==> src/hw/rtl/scc_pkg.sv <==
// Package with the shared types and constants of the sound channel claim block.
`timescale 1ns / 1ps
`default_nettype none

package scc_pkg;

  localparam int unsigned NUM_CH = 8;
  localparam int unsigned CH_W   = $clog2(NUM_CH);
  localparam int unsigned VOL_W  = 7;
  localparam int unsigned SAMP_W = 8;
  localparam int unsigned PAN_W  = 8;
  localparam int unsigned CMD_W  = 2;
  localparam int unsigned CFG_IDX_W  = 2;
  localparam int unsigned CFG_DATA_W = 7;

  localparam logic [PAN_W-1:0] PAN_FULL   = 8'd254;
  localparam logic [CH_W-1:0]  SCAN_FIRST = 3'd3;
  localparam logic [CH_W-1:0]  SCAN_LAST  = 3'd7;

  // Reset values of the configuration registers.
  localparam logic             RST_ENABLE    = 1'b1;
  localparam logic [VOL_W-1:0] RST_VOL_CAP   = 7'd127;
  localparam logic [CH_W-1:0]  RST_EXPL_CH   = 3'd3;

  typedef enum logic [CMD_W-1:0] {
    CMD_BID    = 2'd0,
    CMD_FORCE  = 2'd1,
    CMD_FINISH = 2'd2,
    CMD_NOP    = 2'd3
  } cmd_t;

  typedef enum logic [CFG_IDX_W-1:0] {
    CFG_ENABLE  = 2'd0,
    CFG_VOL_CAP = 2'd1,
    CFG_EXPL_CH = 2'd2,
    CFG_UNUSED  = 2'd3
  } cfg_idx_t;

endpackage

`default_nettype wire

==> src/hw/rtl/sound_channel_claim.sv <==
// Top level of the sound channel claim block: mixer channel allocation with stealing.
`timescale 1ns / 1ps
`default_nettype none

// Channel   | Handshake                 | Payload
// ----------+---------------------------+---------------------------------------------
// input     | start / busy              | in_cmd, in_channel, in_volume, in_sample_id,
//           |                           | in_pan
// result    | out_valid (strobe only)   | out_granted, out_granted_channel,
//           |                           | out_play_volume, out_play_sample,
//           |                           | out_pan_left, out_pan_right
// config    | cfg_valid / cfg_ready     | cfg_index, cfg_data
//
// A beat is taken at every clock edge where start is high and busy is low, so one
// command enters per clock. Its result passes the input register first; then the
// claim decision is made against the channel table and written to the result
// register in the same edge that updates the table.
// Reset is synchronous and active low; busy stays high for the first cycle after it.
// The receiver cannot stall, so out_valid is a one-cycle strobe for every beat.

module sound_channel_claim (
  input  wire logic                         clk,
  input  wire logic                         rst_n,

  input  wire logic                         start,
  output      logic                         busy,
  input  wire logic [scc_pkg::CMD_W-1:0]    in_cmd,
  input  wire logic [scc_pkg::CH_W-1:0]     in_channel,
  input  wire logic [scc_pkg::VOL_W-1:0]    in_volume,
  input  wire logic [scc_pkg::SAMP_W-1:0]   in_sample_id,
  input  wire logic [scc_pkg::PAN_W-1:0]    in_pan,

  output      logic                         out_valid,
  output      logic                         out_granted,
  output      logic [scc_pkg::CH_W-1:0]     out_granted_channel,
  output      logic [scc_pkg::VOL_W-1:0]    out_play_volume,
  output      logic [scc_pkg::SAMP_W-1:0]   out_play_sample,
  output      logic [scc_pkg::PAN_W-1:0]    out_pan_left,
  output      logic [scc_pkg::PAN_W-1:0]    out_pan_right,

  input  wire logic                         cfg_valid,
  output      logic                         cfg_ready,
  input  wire logic [scc_pkg::CFG_IDX_W-1:0] cfg_index,
  input  wire logic [scc_pkg::CFG_DATA_W-1:0] cfg_data
);

  import scc_pkg::*;

  // Control and configuration state.
  logic             busy_r;
  logic             in_vld_r;
  logic             out_vld_r;
  logic             enable_r;
  logic [VOL_W-1:0] vol_cap_r;
  logic [CH_W-1:0]  expl_ch_r;

  // Input register (payload, no reset).
  cmd_t              cmd_r;
  logic [CH_W-1:0]   ch_r;
  logic [VOL_W-1:0]  vol_r;
  logic [SAMP_W-1:0] samp_r;
  logic [PAN_W-1:0]  pan_r;

  // Channel table. Reset clears it, since idle channels and zero volumes are defined.
  logic [NUM_CH-1:0] busy_flags_r;
  logic [VOL_W-1:0]  claimed_vol_r [NUM_CH];
  logic [NUM_CH-1:0] busy_flags_nxt;
  logic [VOL_W-1:0]  claimed_vol_nxt [NUM_CH];

  // Result register.
  logic              granted_r;
  logic [CH_W-1:0]   gch_r;
  logic [VOL_W-1:0]  pvol_r;
  logic [SAMP_W-1:0] psamp_r;
  logic [PAN_W-1:0]  pleft_r;
  logic [PAN_W-1:0]  pright_r;

  // Decision logic.
  logic              accept;
  logic [VOL_W-1:0]  vol_clamped;
  logic [PAN_W-1:0]  pan_sat;
  logic [NUM_CH-1:0] may_take;
  logic              scan_hit;
  logic [CH_W-1:0]   scan_ch;
  logic              grant;
  logic [CH_W-1:0]   target;

  assign accept    = start && !busy_r;
  assign busy      = busy_r;
  assign cfg_ready = 1'b1;

  always_ff @(posedge clk) begin
    if (!rst_n) begin
      busy_r    <= 1'b1;
      in_vld_r  <= 1'b0;
      out_vld_r <= 1'b0;
      enable_r  <= RST_ENABLE;
      vol_cap_r <= RST_VOL_CAP;
      expl_ch_r <= RST_EXPL_CH;
    end else begin
      busy_r    <= 1'b0;
      in_vld_r  <= accept;
      out_vld_r <= in_vld_r;
      if (cfg_valid) begin
        unique case (cfg_idx_t'(cfg_index))
          CFG_ENABLE:  enable_r  <= cfg_data[0];
          CFG_VOL_CAP: vol_cap_r <= cfg_data[VOL_W-1:0];
          CFG_EXPL_CH: expl_ch_r <= cfg_data[CH_W-1:0];
          default: ;
        endcase
      end
    end
  end

  always_ff @(posedge clk) begin
    if (accept) begin
      cmd_r  <= cmd_t'(in_cmd);
      ch_r   <= in_channel;
      vol_r  <= in_volume;
      samp_r <= in_sample_id;
      pan_r  <= in_pan;
    end
  end

  assign vol_clamped = (vol_r > vol_cap_r) ? vol_cap_r : vol_r;
  assign pan_sat     = (pan_r > PAN_FULL) ? PAN_FULL : pan_r;

  // A channel may be taken when it is idle or its current sound is strictly quieter.
  always_comb begin
    for (int i = 0; i < NUM_CH; i++) begin
      may_take[i] = !busy_flags_r[i] || (claimed_vol_r[i] < vol_clamped);
    end
  end

  // Explosion scan: the lowest channel from the first scan channel upward wins.
  always_comb begin
    scan_hit = 1'b0;
    scan_ch  = '0;
    for (int i = int'(SCAN_LAST); i >= int'(SCAN_FIRST); i--) begin
      if (may_take[i]) begin
        scan_hit = 1'b1;
        scan_ch  = CH_W'(i);
      end
    end
  end

  always_comb begin
    grant  = 1'b0;
    target = ch_r;
    if (in_vld_r && enable_r) begin
      unique case (cmd_r)
        CMD_FORCE: grant = 1'b1;
        CMD_BID: begin
          if (ch_r == expl_ch_r) begin
            grant  = scan_hit;
            target = scan_ch;
          end else begin
            grant = may_take[ch_r];
          end
        end
        default: grant = 1'b0;
      endcase
    end
  end

  always_comb begin
    busy_flags_nxt = busy_flags_r;
    for (int i = 0; i < NUM_CH; i++) begin
      claimed_vol_nxt[i] = claimed_vol_r[i];
    end
    if (in_vld_r && (cmd_r == CMD_FINISH)) begin
      busy_flags_nxt[ch_r]  = 1'b0;
      claimed_vol_nxt[ch_r] = '0;
    end else if (grant) begin
      busy_flags_nxt[target]  = 1'b1;
      claimed_vol_nxt[target] = vol_clamped;
    end
  end

  always_ff @(posedge clk) begin
    if (!rst_n) begin
      busy_flags_r <= '0;
      for (int i = 0; i < NUM_CH; i++) begin
        claimed_vol_r[i] <= '0;
      end
    end else begin
      busy_flags_r <= busy_flags_nxt;
      for (int i = 0; i < NUM_CH; i++) begin
        claimed_vol_r[i] <= claimed_vol_nxt[i];
      end
    end
  end

  // Refused bids, finish events, NOP commands and any command while disabled report all-zero fields.
  always_ff @(posedge clk) begin
    if (!rst_n) begin
      granted_r <= 1'b0;
    end else if (in_vld_r) begin
      granted_r <= grant;
    end
  end

  always_ff @(posedge clk) begin
    if (in_vld_r) begin
      gch_r    <= grant ? target : '0;
      pvol_r   <= grant ? vol_clamped : '0;
      psamp_r  <= grant ? samp_r : '0;
      pleft_r  <= grant ? (PAN_FULL - pan_sat) : '0;
      pright_r <= grant ? pan_sat : '0;
    end
  end

  assign out_valid           = out_vld_r;
  assign out_granted         = out_vld_r && granted_r;
  assign out_granted_channel = gch_r;
  assign out_play_volume     = pvol_r;
  assign out_play_sample     = psamp_r;
  assign out_pan_left        = pleft_r;
  assign out_pan_right       = pright_r;

  // Every result strobe belongs to a beat that passed through the input register.
  a_out_follows_beat: assert property (@(posedge clk) disable iff (!rst_n)
    out_valid |-> $past(in_vld_r))
    else $error("result strobe without a preceding input beat");

  // A reported grant is already recorded in the channel table.
  a_grant_recorded: assert property (@(posedge clk) disable iff (!rst_n)
    out_granted |-> (busy_flags_r[out_granted_channel] &&
                     claimed_vol_r[out_granted_channel] == out_play_volume))
    else $error("granted channel not marked busy with its volume");

  // The pan pair always sums to full scale on a grant.
  a_pan_pair: assert property (@(posedge clk) disable iff (!rst_n)
    out_granted |-> (PAN_W'(out_pan_left + out_pan_right) == PAN_FULL))
    else $error("pan pair does not sum to full scale");

  // A result without a grant carries zero fields.
  a_refusal_zero: assert property (@(posedge clk) disable iff (!rst_n)
    (out_valid && !out_granted) |-> (out_granted_channel == '0 &&
      out_play_volume == '0 && out_play_sample == '0 &&
      out_pan_left == '0 && out_pan_right == '0))
    else $error("refused result carries nonzero fields");

  // Free idle channels never hold a claimed volume.
  a_idle_zero_vol: assert property (@(posedge clk) disable iff (!rst_n)
    (in_vld_r && !busy_flags_r[ch_r]) |-> (claimed_vol_r[ch_r] == '0))
    else $error("idle channel holds a claimed volume");

endmodule

`default_nettype wire
==> config.mk <==
export PLATFORM = sky130hd
export DESIGN_NAME = sound_channel_claim
export DESIGN_NICKNAME = d
export VERILOG_FILES = /design/src/hw/rtl/scc_pkg.sv /design/src/hw/rtl/sound_channel_claim.sv
export SDC_FILE = /design/constraint.sdc
export NUM_CORES = 1
export LEC_CHECK = 0
export ABC_AREA = 1
export BUFFER_PORTS_ARGS = -buffer_cell sky130_fd_sc_hd__buf_2
export CAP_MARGIN = 20
export CORE_MARGIN = 4
export CORE_UTILIZATION = 50
export CTS_BUF_LIST = sky130_fd_sc_hd__clkbuf_8
export DETAILED_ROUTE_END_ITERATION = 12
export PLACE_DENSITY = 0.67
export SLEW_MARGIN = 20
export SYNTH_ARGS = -nofsm -noshare
export SYNTH_HDL_FRONTEND = slang
export SYNTH_SLANG_ARGS = --single-unit
==> constraint.sdc <==
create_clock -name clk -period 4.3 [get_ports clk]
set_clock_uncertainty 0.1 [all_clocks]
set_input_delay 0.86 -clock clk [delete_from_list [all_inputs] [get_ports clk]]
set_output_delay 0.86 -clock clk [all_outputs]
set_load 0.02 [all_outputs]
* Word level (Yosys, flattened, before mapping)
Memories as Yosys holds them, arrays and structs flattened.
Cells that the tools add are included.
** Cells by class
- $add $sub $neg :: 1
- $lt $le $gt $ge :: 18
- Eq/ne operators :: 5
- Multiplexer cells :: 43
- Bitwise gates (word level) :: 15
- Reduce and logical (&&, ||, !) cells :: 31
** Operators with widths (number)
- $mux 56 :: 2
- $mux 7 :: 11
- $and 56x56->56 :: 1
- $bwmux 56 :: 1
- $lt 7x7->1 :: 8
- $not 56->56 :: 1
- $demux 7 s3 :: 2
- $mux 3 :: 8
- $mux 8 :: 3
- $mux 1 :: 12
- $logic_not 1->1 :: 9
- $and 8x8->8 :: 1
- $ge 4x4->1 const B :: 2
- $gt 8x8->1 const B :: 1
- $logic_and 1x1->1 :: 8
- $logic_or 1x1->1 :: 8
- $lt 3x4->1 const B :: 2
- $lt 4x1->1 const B :: 2
- $not 3->4 :: 2
- $not 8->8 :: 1
- $or 1x1->1 :: 8
- $or 8x8->8 :: 1
- $sub 8x8->8 const A :: 1
- $gt 7x7->1 :: 1
- other kinds (10) :: 17
** Storage, ports and cells
- Flip-flop bits (word level) :: 85
- Bits in writable memories :: 56
- Bits of input ports :: 41
- Output and inout bits :: 38
- Logic and storage cells :: 132
- Memories kept :: 1
** Memory list
- claimed_vol_r :: words 8, width 7, rd ports 8, clocked after Yosys merged registers in 0, wr ports 8, RTL line sound_channel_claim.sv:66 : logic [VOL_W-1:0] claimed_vol_r [NUM_CH];

* Longest topological paths before layout
Gate-level depths: netlist of run 1.
- Depth in word-level cells :: 21
- Depth in mapped cells :: 32
- Gate-level depth less buffers :: 30

* Worst setup path before layout of run 1
Ideal clock, no wire load.
- Kind :: reg2reg
- Start :: register vol_r[6]
- End :: memory claimed_vol_r[4][0], in the netlist claimed_vol_r[1][0]
- Library setup time :: 0.115 ns
- Arrival time :: 3.723 ns
- Required time :: 4.085 ns
- Slack :: 0.362 ns
- Cell stages (with the launch flop) :: 25
- Clock period less this slack :: 3.938 ns
- Cells stage by stage :: edfxtp_1 > ha_1 > nand2_2 > inv_1 > a21oi_2 > nand2_4 > nand2_2 > buf_2 > nor2_1 > a21oi_1 > ha_1 > a21oi_1 > nor2_1 > a211oi_1 > nand2_1 > nand2_1 > nor2_2 > nand2_1 > nand2_1 > nand2_2 > nand2_4 > o21ai_2 > nand2_2 > o21bai_1 > nor2_1
** RTL lines
- from (decl) :: RTL line sound_channel_claim.sv:60 : logic [VOL_W-1:0] vol_r;
- from (signal assigned) :: RTL line sound_channel_claim.sv:119 : vol_r <= in_volume;
- to (decl) :: RTL line sound_channel_claim.sv:66

==> results of run 1 <==
[through the flow]
stage                     instances  power, mW  util, %  area (um2)
final                          1343       2.91     60.2        9290
after global routing           1343       3.03     60.2        9290
after CTS                      1327       2.90     59.0        9100
after detailed placement       1295       1.83     56.4        8700
after global placement         1295       1.82     56.4        8700
after floorplan                1009       1.69        -        7970
[worst reg2reg max path: stages, from the launching register on]
cell and delay (ps):
edfxtp_1 400, ha_1 320, nand2_2 80, nor2_4 120
nand4_1 220, nand2_4 160, nor2_1 60, a21oi_2 240
buf_6 200, ha_1 250, a21oi_1 150, nor2_1 60
a211oi_1 170, nand2_1 110, nand2_1 120, nor2_2 60
nand2_1 100, nand2_1 70, nand2_2 140, nand2_4 120
nor2_8 180, nand3_2 140, nand2_2 180, nand2_1 70
nand2_1 60, nor2_1 50
[cells by family after synthesis]
| logic type | count (synthesis) |
|---|---|
| compound gates | 165 |
| xor+xnor | 3 |
| fa+ha+maj | 56 |
| buf+inv | 112 |
| flops | 140 |
| other cells | 1 |
| simple gates | 532 |
[cell usage after synthesis (2+ instances only)]
| cell | number |
|---|---|
| nand4_1 | 4 |
| o21ai_4 | 2 |
| edfxtp_1 | 61 |
| nand2_2 | 21 |
| buf_2 | 10 |
| clkbuf_1 | 13 |
| nand2_4 | 7 |
| buf_4 | 8 |
| o211ai_1 | 8 |
| nand3b_1 | 3 |
| a21oi_1 | 93 |
| nand3_1 | 78 |
| nand2_1 | 262 |
| nor2_2 | 4 |
| o21bai_1 | 34 |
| nand3_2 | 3 |
| a211oi_1 | 8 |
| nor2_1 | 131 |
| xnor2_1 | 2 |
| nor2_4 | 3 |
| nor3_1 | 11 |
| nor2_8 | 2 |
| dfxtp_1 | 79 |
| ha_1 | 56 |
| inv_1 | 78 |
| buf_6 | 3 |
| o21ai_0 | 13 |
[sequential cells by signal, summed over array words and instances, names as in the netlist]
signal	count
out_pan_left	8
in_vld_r	1
out_pan_right	7
expl_ch_r	3
busy	1
samp_r	8
enable_r	1
claimed_vol_r	56
busy_flags_r	8
out_play_volume	7
vol_cap_r	7
granted_r	1
cmd_r	2
ch_r	3
out_granted_channel	3
pan_r	8
vol_r	7
out_valid	1
out_play_sample	8
[power groups by stage]
stage	logic, mW	registers (mW)	clock network, mW
after global routing	0.433	1.44	1.16
final	0.392	1.43	1.08
after CTS	0.369	1.43	1.10
after floorplan	0.221	1.47	0
after global placement	0.361	1.46	0
after detailed placement	0.368	1.46	0
[final timing paths]
| check | startpoint | endpoint | slack (ps) | depth (start not counted) |
|---|---|---|---|---|
| setup / recovery | vol_r[6] | claimed_vol_r[1][10] | 290 | 25 |
| hold / removal | busy | in_vld_r | 370 | 1 |
| setup reg to reg | vol_r[6] | claimed_vol_r[1][10] | 290 | 25 |
| hold reg to reg | busy | in_vld_r | 370 | 1 |
[cell type report]
type | instances | share of cell area, %
Clock buffer | 17 | 2.52
Clock inverter | 15 | 1.72
Inverter | 78 | 3.15
Multi-Input combinational cell | 759 | 44.5
Sequential cell | 140 | 36.7
Tap cell | 211 | 2.84
Timing Repair Buffer | 123 | 8.49
[metal layers]
layer,vias up,GRT usage [%],part of all wire (%)
met3,44,3.79,6.0
li1,3579,-,-
met4,0,7.92,2.6
met2,192,35.5,45
met5,-,0,0
met1,3227,32.0,46
[what timing repair did]
item / CTS / global route
endpoints found under the setup margin: 0 / 55
setup buffers: 0 / 13
gates resized for setup: 0 / 14
==> out/metrics.yaml, run 1 <==
run_status:
  status: "complete, no violations"
power:
  ir_worst_vdd_uv: 219
  clkPwrFrac_pct: 37.2
  p_leak_nw: 4.38
  power_density_nw_per_um2: 313
  p_comb_share_pct: 13.5
  seqPwrFrac_pct: 49.3
  switching_share_pct: 28.6
  p_switching_uw: 832
  p_int_mw: 2.08
clocking:
  numCtsBuffers: 17
  clk_pin_slew_worst_paths_ps: 90
  cts_root_buf: "clkbuf_8"
  clock_sinks: 140
  clkLatencyLatePin_ps: 460
  cts_max_level: 4
  hold_buffers: 0
  cts_buffer_depth: 2
  cts_tree: "done"
yosys:
  yosysTopAreaCellShare_pct: 23.0
  syn_avg_cell_area_um2: 7.90
  async_flop_share_pct: 0
  ys_ff_latch: 140
  syn_inst: 1009
  synthesis.nets: 1106
  synthSimpleGateAreaFrac_pct: 29.2
  synth_edf_count: 61
  synthAdderAreaFrac_pct: 8.79
  ys_seq_area_share_pct: 42.8
  synth.area.top_cells: "edfxtp_1 (23%), dfxtp_1 (20%), nand2_1 (12%), ha_1 (8.8%), nor2_1 (6.2%)"
  ys_types: 39
  synthMuxAreaShare_pct: 0
  syn_area_um2: 7970
  yosys.area.top_type: "edfxtp_1"
  synth_top_family_by_area: "simple AND/OR/NAND/NOR gates"
  synth_compound_area_share_pct: 12.7
  synth_top_flop_cell: "dfxtp_1"
  synthXorXnorAreaFrac_pct: 0.330
  synth-warning-count: 0
die:
  ioPinCount: 79
  initial_core_util_pct: 51.6
  num_rows: 45
  die_x_um: 134
  core_um2: 15400
  dieArea_um2: 18000
  die-height_um: 134
drt:
  drc: 0
  first_pass_iters: 5
  dr.first_iter.drc_count: 577
  drt_wl_total_mm: 20.8
  detail_route.wl_per_cell_um: 15.5
  num_vias: 7042
  vias_per_cell: 5.24
  postRouteAntennaNets: 0
setup_path:
  arrival_ps: 4270
  critPathKind: "reg -> reg"
  worst_setup_path_start_kind: "flip-flop"
  critical_path.slowest_cell: "edfxtp_1"
  crit_path_end_kind: "flip-flop"
  crit_required_ps: 4560
  crit_family: "simple AND/OR/NAND/NOR gates"
  cpMostUsedCell: "nand2_1"
  critPathMaxFanout: 9
  cpPeakStageDelay_ps: 400
  critical_path_buf_inv_count: 1
timing:
  timing.final.ws_setup_ps: 290
  tns_ps: 0
  slew_violations: 0
  worst-slew-pin-transition_ps: 985
  holdWs_ps: 366
  period_minus_slack_ps: 4010
  relSlewSlack_pct: 34.1
  hold_viol_final: 0
  fmax_ghz: 0.249
  setup_viol: 0
  fin_crit_sh_pct: 93.3
grt:
  grt_use_total_pct: 22.7
  grt_first_pass_wirelength_mm: 32.4
  grt_antenna_before_repair: 0
  grt_max_degree: 52
  grt_overflow_total: 0
  grt_pass1_vias: 6230
layout:
  final_common_cell: "nand2_1"
  nets: 1216
  fillers: 1441
  mostFrequentLayoutCells: "nand2_1 (262), nor2_1 (130), a21oi_1 (90)"
  register_area_um2: 3410
  multi_input_area_um2: 4140
  syn_to_final_growth_pct: 16.6
  diodes: 0
  drive_above_1_share_pct: 18.5
placed_design:
  hpwlAfterDp_mm: 13.9
  port_buffers: 77
  gp_congestion: 0.881
  place_ws_ps: 242
hold_path:
  hold_class: "reg -> reg"
flow_run:
  max-cap-violations: 0
No activity file was read; power rests on OpenSTA's default activity.
==> run 2: changes to the inputs <==
CORE_ASPECT_RATIO = 1.25   (was unset)
==> out/metrics.yaml, run 2 (synthesis results as in run 1) <==
run_status:
  status: "complete, no violations"  # unchanged
drt:
  drc: 0  # unchanged
  dr.first_iter.drc_count: 557  # was 577
  num_vias: 6966  # was 7,042
  vias_per_cell: 5.24  # about the same
  detail_route.wl_per_cell_um: 15.5  # about the same
  postRouteAntennaNets: 0  # unchanged
  drt_wl_total_mm: 20.7  # was 20.8 mm
  first_pass_iters: 5  # unchanged
timing:
  hold_viol_final: 0  # unchanged
  fmax_ghz: 0.251  # was 0.249 GHz
  setup_viol: 0  # unchanged
  fin_crit_sh_pct: 92.6  # was 93.3%
  worst-slew-pin-transition_ps: 1090  # was 985 ps
  tns_ps: 0  # unchanged
  period_minus_slack_ps: 3980  # was 4010 ps
  relSlewSlack_pct: 27.2  # was 34.1%
  slew_violations: 0  # unchanged
grt:
  grt_first_pass_wirelength_mm: 33.4  # was 32.4 mm
  grt_overflow_total: 0  # unchanged
  grt_use_total_pct: 23.6  # was 22.7%
  grt_antenna_before_repair: 0  # unchanged
  grt_max_degree: 36  # was 52
  grt_pass1_vias: 6581  # was 6,230
power:
  p_leak_nw: 4.32  # was 4.38 nW
  ir_worst_vdd_uv: 147  # was 219 uV
  power_density_nw_per_um2: 319  # was 313 nW/um2
setup_path:
  r2r-start: "vol_r[6]"  # unchanged
  r2r_cells: 24  # was 25
  worst_setup_path_start_kind: "flip-flop"  # unchanged
  critPathKind: "reg -> reg"  # unchanged
  crit_family: "simple AND/OR/NAND/NOR gates"  # unchanged
  crit_required_ps: 4560  # about the same
  cpPeakStageDelay_ps: 410  # was 400 ps
  cpMostUsedCell: "nand2_1"  # unchanged
  crit_path_end: "claimed_vol_r[0][11]"  # was claimed_vol_r[1][10]
  critical_path_buf_inv_count: 3  # was 1
  arrival_ps: 4240  # was 4270 ps
  ff2ff_setup_slack_ps: 320  # was 290 ps
  startpoint: "vol_r[6]"  # unchanged
  critPathMaxFanout: 10  # was 9
  critical_path.slowest_cell: "edfxtp_1"  # unchanged
  crit_path_cell_trace: "ha_1 -> nand2_2 -> nor2_4 -> nand4_1 -> nand2_4 -> buf_4 -> a21oi_1 -> buf_4 -> ha_1 -> nand2_1 -> inv_1 -> nand2_1 -> nand2_1 -> nand2_1 -> nand2_1 -> nand2_1 -> nor2_2 -> nand2_1 -> a21boi_2 -> nand2_1 -> o21ai_4 -> nand2_2 -> o21bai_1 -> nor2_1"
  r2r_end: "claimed_vol_r[0][11]"  # was claimed_vol_r[1][10]
  crit_cells: 24  # was 25
  crit_path_end_kind: "flip-flop"  # unchanged
clocking:
  cts_tree: "done"  # unchanged
  cts_buffer_depth: 2  # unchanged
  cts_root_buf: "clkbuf_8"  # unchanged
  cts_max_level: 4  # unchanged
  numCtsBuffers: 17  # unchanged
  clk_pin_slew_worst_paths_ps: 90  # about the same
  clkLatencyLatePin_ps: 470  # was 460 ps
  clock_sinks: 140  # unchanged
die:
  die-height_um: 149  # was 134 um
  core_um2: 15600  # was 15,400 um2
  num_rows: 51  # was 45
  dieArea_um2: 18000  # about the same
  initial_core_util_pct: 51.0  # was 51.6%
  die_x_um: 121  # was 134 um
  ioPinCount: 79  # unchanged
placed_design:
  dp_cells: 1291  # was 1,295
  place_area_um2: 8680  # was 8700 um2
  hpwlAfterDp_mm: 14.2  # was 13.9 mm
  port_buffers: 77  # unchanged
  gp_congestion: 0.908  # was 0.881
layout:
  stdcell_area_um2: 9190  # was 9290 um2
  drive_above_1_share_pct: 17.1  # was 18.5%
  fin_util_pct: 58.8  # was 60.2%
  final_common_cell: "nand2_1"  # unchanged
  nets: 1201  # was 1,216
  largest_register_ffs: 56  # unchanged
  syn_to_final_growth_pct: 15.3  # was 16.6%
  diodes: 0  # unchanged
  mostFrequentLayoutCells: "nand2_1 (262), nor2_1 (130), a21oi_1 (93)"  # was nand2_1 (262), nor2_1 (130), a21oi_1 (90)
  final-instance-count-excl-fill: 1329  # was 1,343
  largest-register: "claimed_vol_r"  # unchanged
hold_path:
  hold_class: "reg -> reg"  # unchanged
flow_run:
  max-cap-violations: 0  # unchanged
==> run 2: metrics by stage <==
stage               setup WS [ps]  hold WS (ps)  total power, mW
finish                        317           366             2.93
global route                -16.7           385             3.05
CTS                          93.0           369             2.94
detailed placement            159           353             1.83
global placement              213           353             1.82
floorplan                     362           342             1.69
==> run 2: cell type report <==
type	count	area, um2
multi-input cells	757	4120
clock buffers	17	234
repair buffers	110	687
fillers	1419	6450
inverters	78	293
clock inverters	15	178
flip-flops and latches	140	3410
well taps	212	265
==> run 2: metal layers <==
| metal | up-vias | global-route usage (%) | wire length [um] |
|---|---|---|---|
| li1 | 3548 | - | - |
| met1 | 3190 | 29.4 | 8950 |
| met2 | 183 | 39.7 | 9980 |
| met3 | 45 | 5.05 | 1130 |
| met4 | 0 | 9.64 | 607 |
| met5 | - | 0 | 0 |
==> run 2: report_power, final <==
part           total (mW)  switching, mW  internal, mW
logic               0.376          0.249         0.127
clock network        1.12          0.583         0.536
registers            1.43         0.0178          1.42
==> run 2: worst min-delay path by stage <==
stage / endpoint / slack (ps) / from / cells after the start
floorplan: enable_r / 340 / enable_r / 2
global placement: in_vld_r / 350 / busy / 1
detailed placement: in_vld_r / 350 / busy / 1
CTS: in_vld_r / 370 / busy / 1
global route: in_vld_r / 380 / busy / 1
finish: in_vld_r / 370 / busy / 1
==> run 2: repair_timing <==
item	CTS	global route
resized for setup	0	9
endpoints found under the setup margin	0	59
setup buffers	0	6
hold buffers	0	0
==> run 3: changes to the inputs <==
CTS_CLUSTER_SIZE = 10   (was unset)
PLACE_DENSITY = 0.7   (was 0.67)
clock period = 3.3 ns   (was 4.3 ns; I/O delays follow)
==> out/metrics.yaml, run 3 (synthesis results as in run 1) <==
run_status:
  status: "finished, violations left"  # was complete, no violations
  violations: "negative setup slack"
timing:
  relSlewSlack_pct: 65.7  # was 27.2%
  timing.final.ws_setup_ps: -634  # was 317 ps
  fmax_ghz: 0.254  # was 0.251 GHz
  hold_viol_final: 0  # unchanged
  slew_violations: 0  # unchanged
  holdWs_ps: 277  # was 366 ps
  period_minus_slack_ps: 3930  # was 3980 ps
  worst-slew-pin-transition_ps: 513  # was 1090 ps
  rsz0062_at_grt: "true"
  fin_crit_sh_pct: 119  # was 92.6%
  tns_ps: -54720  # was 0 ps
  setup_viol: 98  # was 0
layout:
  fin_util_pct: 70.4  # was 58.8%
  diodes: 0  # unchanged
  final_common_cell: "nand2_1"  # unchanged
  largest-register: "claimed_vol_r"  # unchanged
  syn_to_final_growth_pct: 38.1  # was 15.3%
  nets: 1283  # was 1,201
  drive_above_1_share_pct: 33.5  # was 17.1%
  largest_register_ffs: 56  # unchanged
  mostFrequentLayoutCells: "nand2_1 (225), nor2_1 (125), dfxtp_1 (79)"  # was nand2_1 (262), nor2_1 (130), a21oi_1 (93)
  fillers: 1120  # was 1,419
die:
  num_rows: 51  # unchanged
  core_um2: 15600  # unchanged
  dieArea_um2: 18000  # unchanged
  die-height_um: 149  # unchanged
  ioPinCount: 79  # unchanged
  die_x_um: 121  # unchanged
  initial_core_util_pct: 51.0  # unchanged
drt:
  detail_route.wl_per_cell_um: 17.4  # was 15.5 um
  vias_per_cell: 5.58  # was 5.24
  first_pass_iters: 7  # was 5
  drc: 0  # unchanged
  drt_wl_total_mm: 24.6  # was 20.7 mm
  dr.first_iter.drc_count: 526  # was 557
  num_vias: 7871  # was 6,966
  postRouteAntennaNets: 0  # unchanged
setup_path:
  critPathKind: "reg -> reg"  # unchanged
  worst_setup_path_start_kind: "flip-flop"  # unchanged
  crit_required_ps: 3550  # was 4560 ps
  r2r_cells: 25  # was 24
  ff2ff_setup_slack_ps: -630  # was 320 ps
  r2r-start: "vol_r[5]"  # was vol_r[6]
  critPathMaxFanout: 9  # was 10
  r2r_end: "claimed_vol_r[0][24]"  # was claimed_vol_r[0][11]
  crit_path_end_kind: "flip-flop"  # unchanged
  arrival_ps: 4180  # was 4240 ps
clocking:
  numCtsBuffers: 17  # unchanged
  clock_sinks: 140  # unchanged
  clkLatencyLatePin_ps: 450  # was 470 ps
  cts_buffer_depth: 2  # unchanged
  hold_buffers: 0  # unchanged
  cts_max_level: 4  # unchanged
  cts_root_buf: "clkbuf_8"  # unchanged
  cts_tree: "done"  # unchanged
  clk_pin_slew_worst_paths_ps: 90  # about the same
grt:
  grt_use_total_pct: 25.1  # was 23.6%
  grt_first_pass_wirelength_mm: 35.9  # was 33.4 mm
  grt_pass1_vias: 7311  # was 6,581
  grt_max_degree: 36  # unchanged
  grt_antenna_before_repair: 0  # unchanged
  grt_overflow_total: 0  # unchanged
flow_run:
  max-cap-violations: 0  # unchanged
hold_path:
  min_to: "samp_r[7]"  # was in_vld_r
  hold_start: "in_sample_id[7]"  # was busy
  hold_depth: 1  # unchanged
  hold_class: "in -> reg"  # was reg -> reg
power:
  p_leak_nw: 4.95  # was 4.32 nW
  ir_worst_vdd_uv: 222  # was 147 uV
  power_density_nw_per_um2: 373  # was 319 nW/um2
placed_design:
  port_buffers: 77  # unchanged
  gp_congestion: 0.870  # was 0.908
  hpwlAfterDp_mm: 14.7  # was 14.2 mm
==> run 3: area by class of cell <==
type	count	area, um2	area share [%]
clock buffers	17	234	2.13
clock inverters	15	186	1.69
inverters	78	293	2.66
repair buffers	191	1630	14.8
multi-input cells	758	4980	45.3
well taps	212	265	2.41
flip-flops and latches	140	3410	31.0
==> run 3: critical path: stages (launching register included) <==
cell and delay, ps:
edfxtp_1 420, ha_1 340, nand2_2 100, inv_1 60, a21oi_2 190, nand2_4 110
buf_4 170, nand2_1 80, o21ai_2 70, buf_6 160, ha_1 360, nand2_2 80
nor2_1 150, nand2_2 80, nand2_2 90, nand2_2 80, nor2_4 150, nand2_2 100
nand2_2 90, nand2_4 100, nor2_4 240, nand2_2 120, nand2_4 140, nand2_4 110
nand2_1 90, a21oi_2 50
==> run 3: metrics by stage <==
step                total power [mW]  area [um2]  instances  worst slack, ps
global placement                2.45        9220       1343             -499
finish                          4.10       11000       1411             -634
detailed placement              2.45        9220       1343             -521
global route                    4.27       11000       1411             -813
CTS                             4.02       10200       1395             -442
floorplan                       2.22        8070       1009             -301
==> run 3: where the power goes <==
group / internal [mW] / switching [mW] / total, mW
Sequential: 1.84 / 0.0251 / 1.87
Combinational: 0.309 / 0.422 / 0.730
Clock: 0.762 / 0.742 / 1.50
Total: 2.92 / 1.19 / 4.10
==> run 3: how the worst max path moves through the flow <==
stage	from	end	slack [ps]	depth (start not counted)
after global routing	vol_r[5]	claimed_vol_r[0][16]	-810	25
after detailed placement	vol_r[5]	claimed_vol_r[1][25]	-520	24
final	vol_r[5]	claimed_vol_r[0][24]	-630	25
after CTS	vol_r[4]	busy_flags_r[2]	-440	25
after floorplan	vol_r[5]	claimed_vol_r[0][10]	-300	24
after global placement	vol_r[6]	claimed_vol_r[0][9]	-500	24
==> run 3: routing by layer <==
metal	track usage [%]	part of all wire [%]
met3	3.95	6.6
met5	0	0
met4	12.2	5.1
met2	43.0	49
met1	30.7	39
==> run 3: timing repair <==
item                       in CTS  in global routing
hold endpoints to repair        0                  0
pin swaps                      28                 78
setup endpoints to repair      98                 98
setup buffers                  15                 14
gates cloned                    5                  5
gates resized for setup        48                126
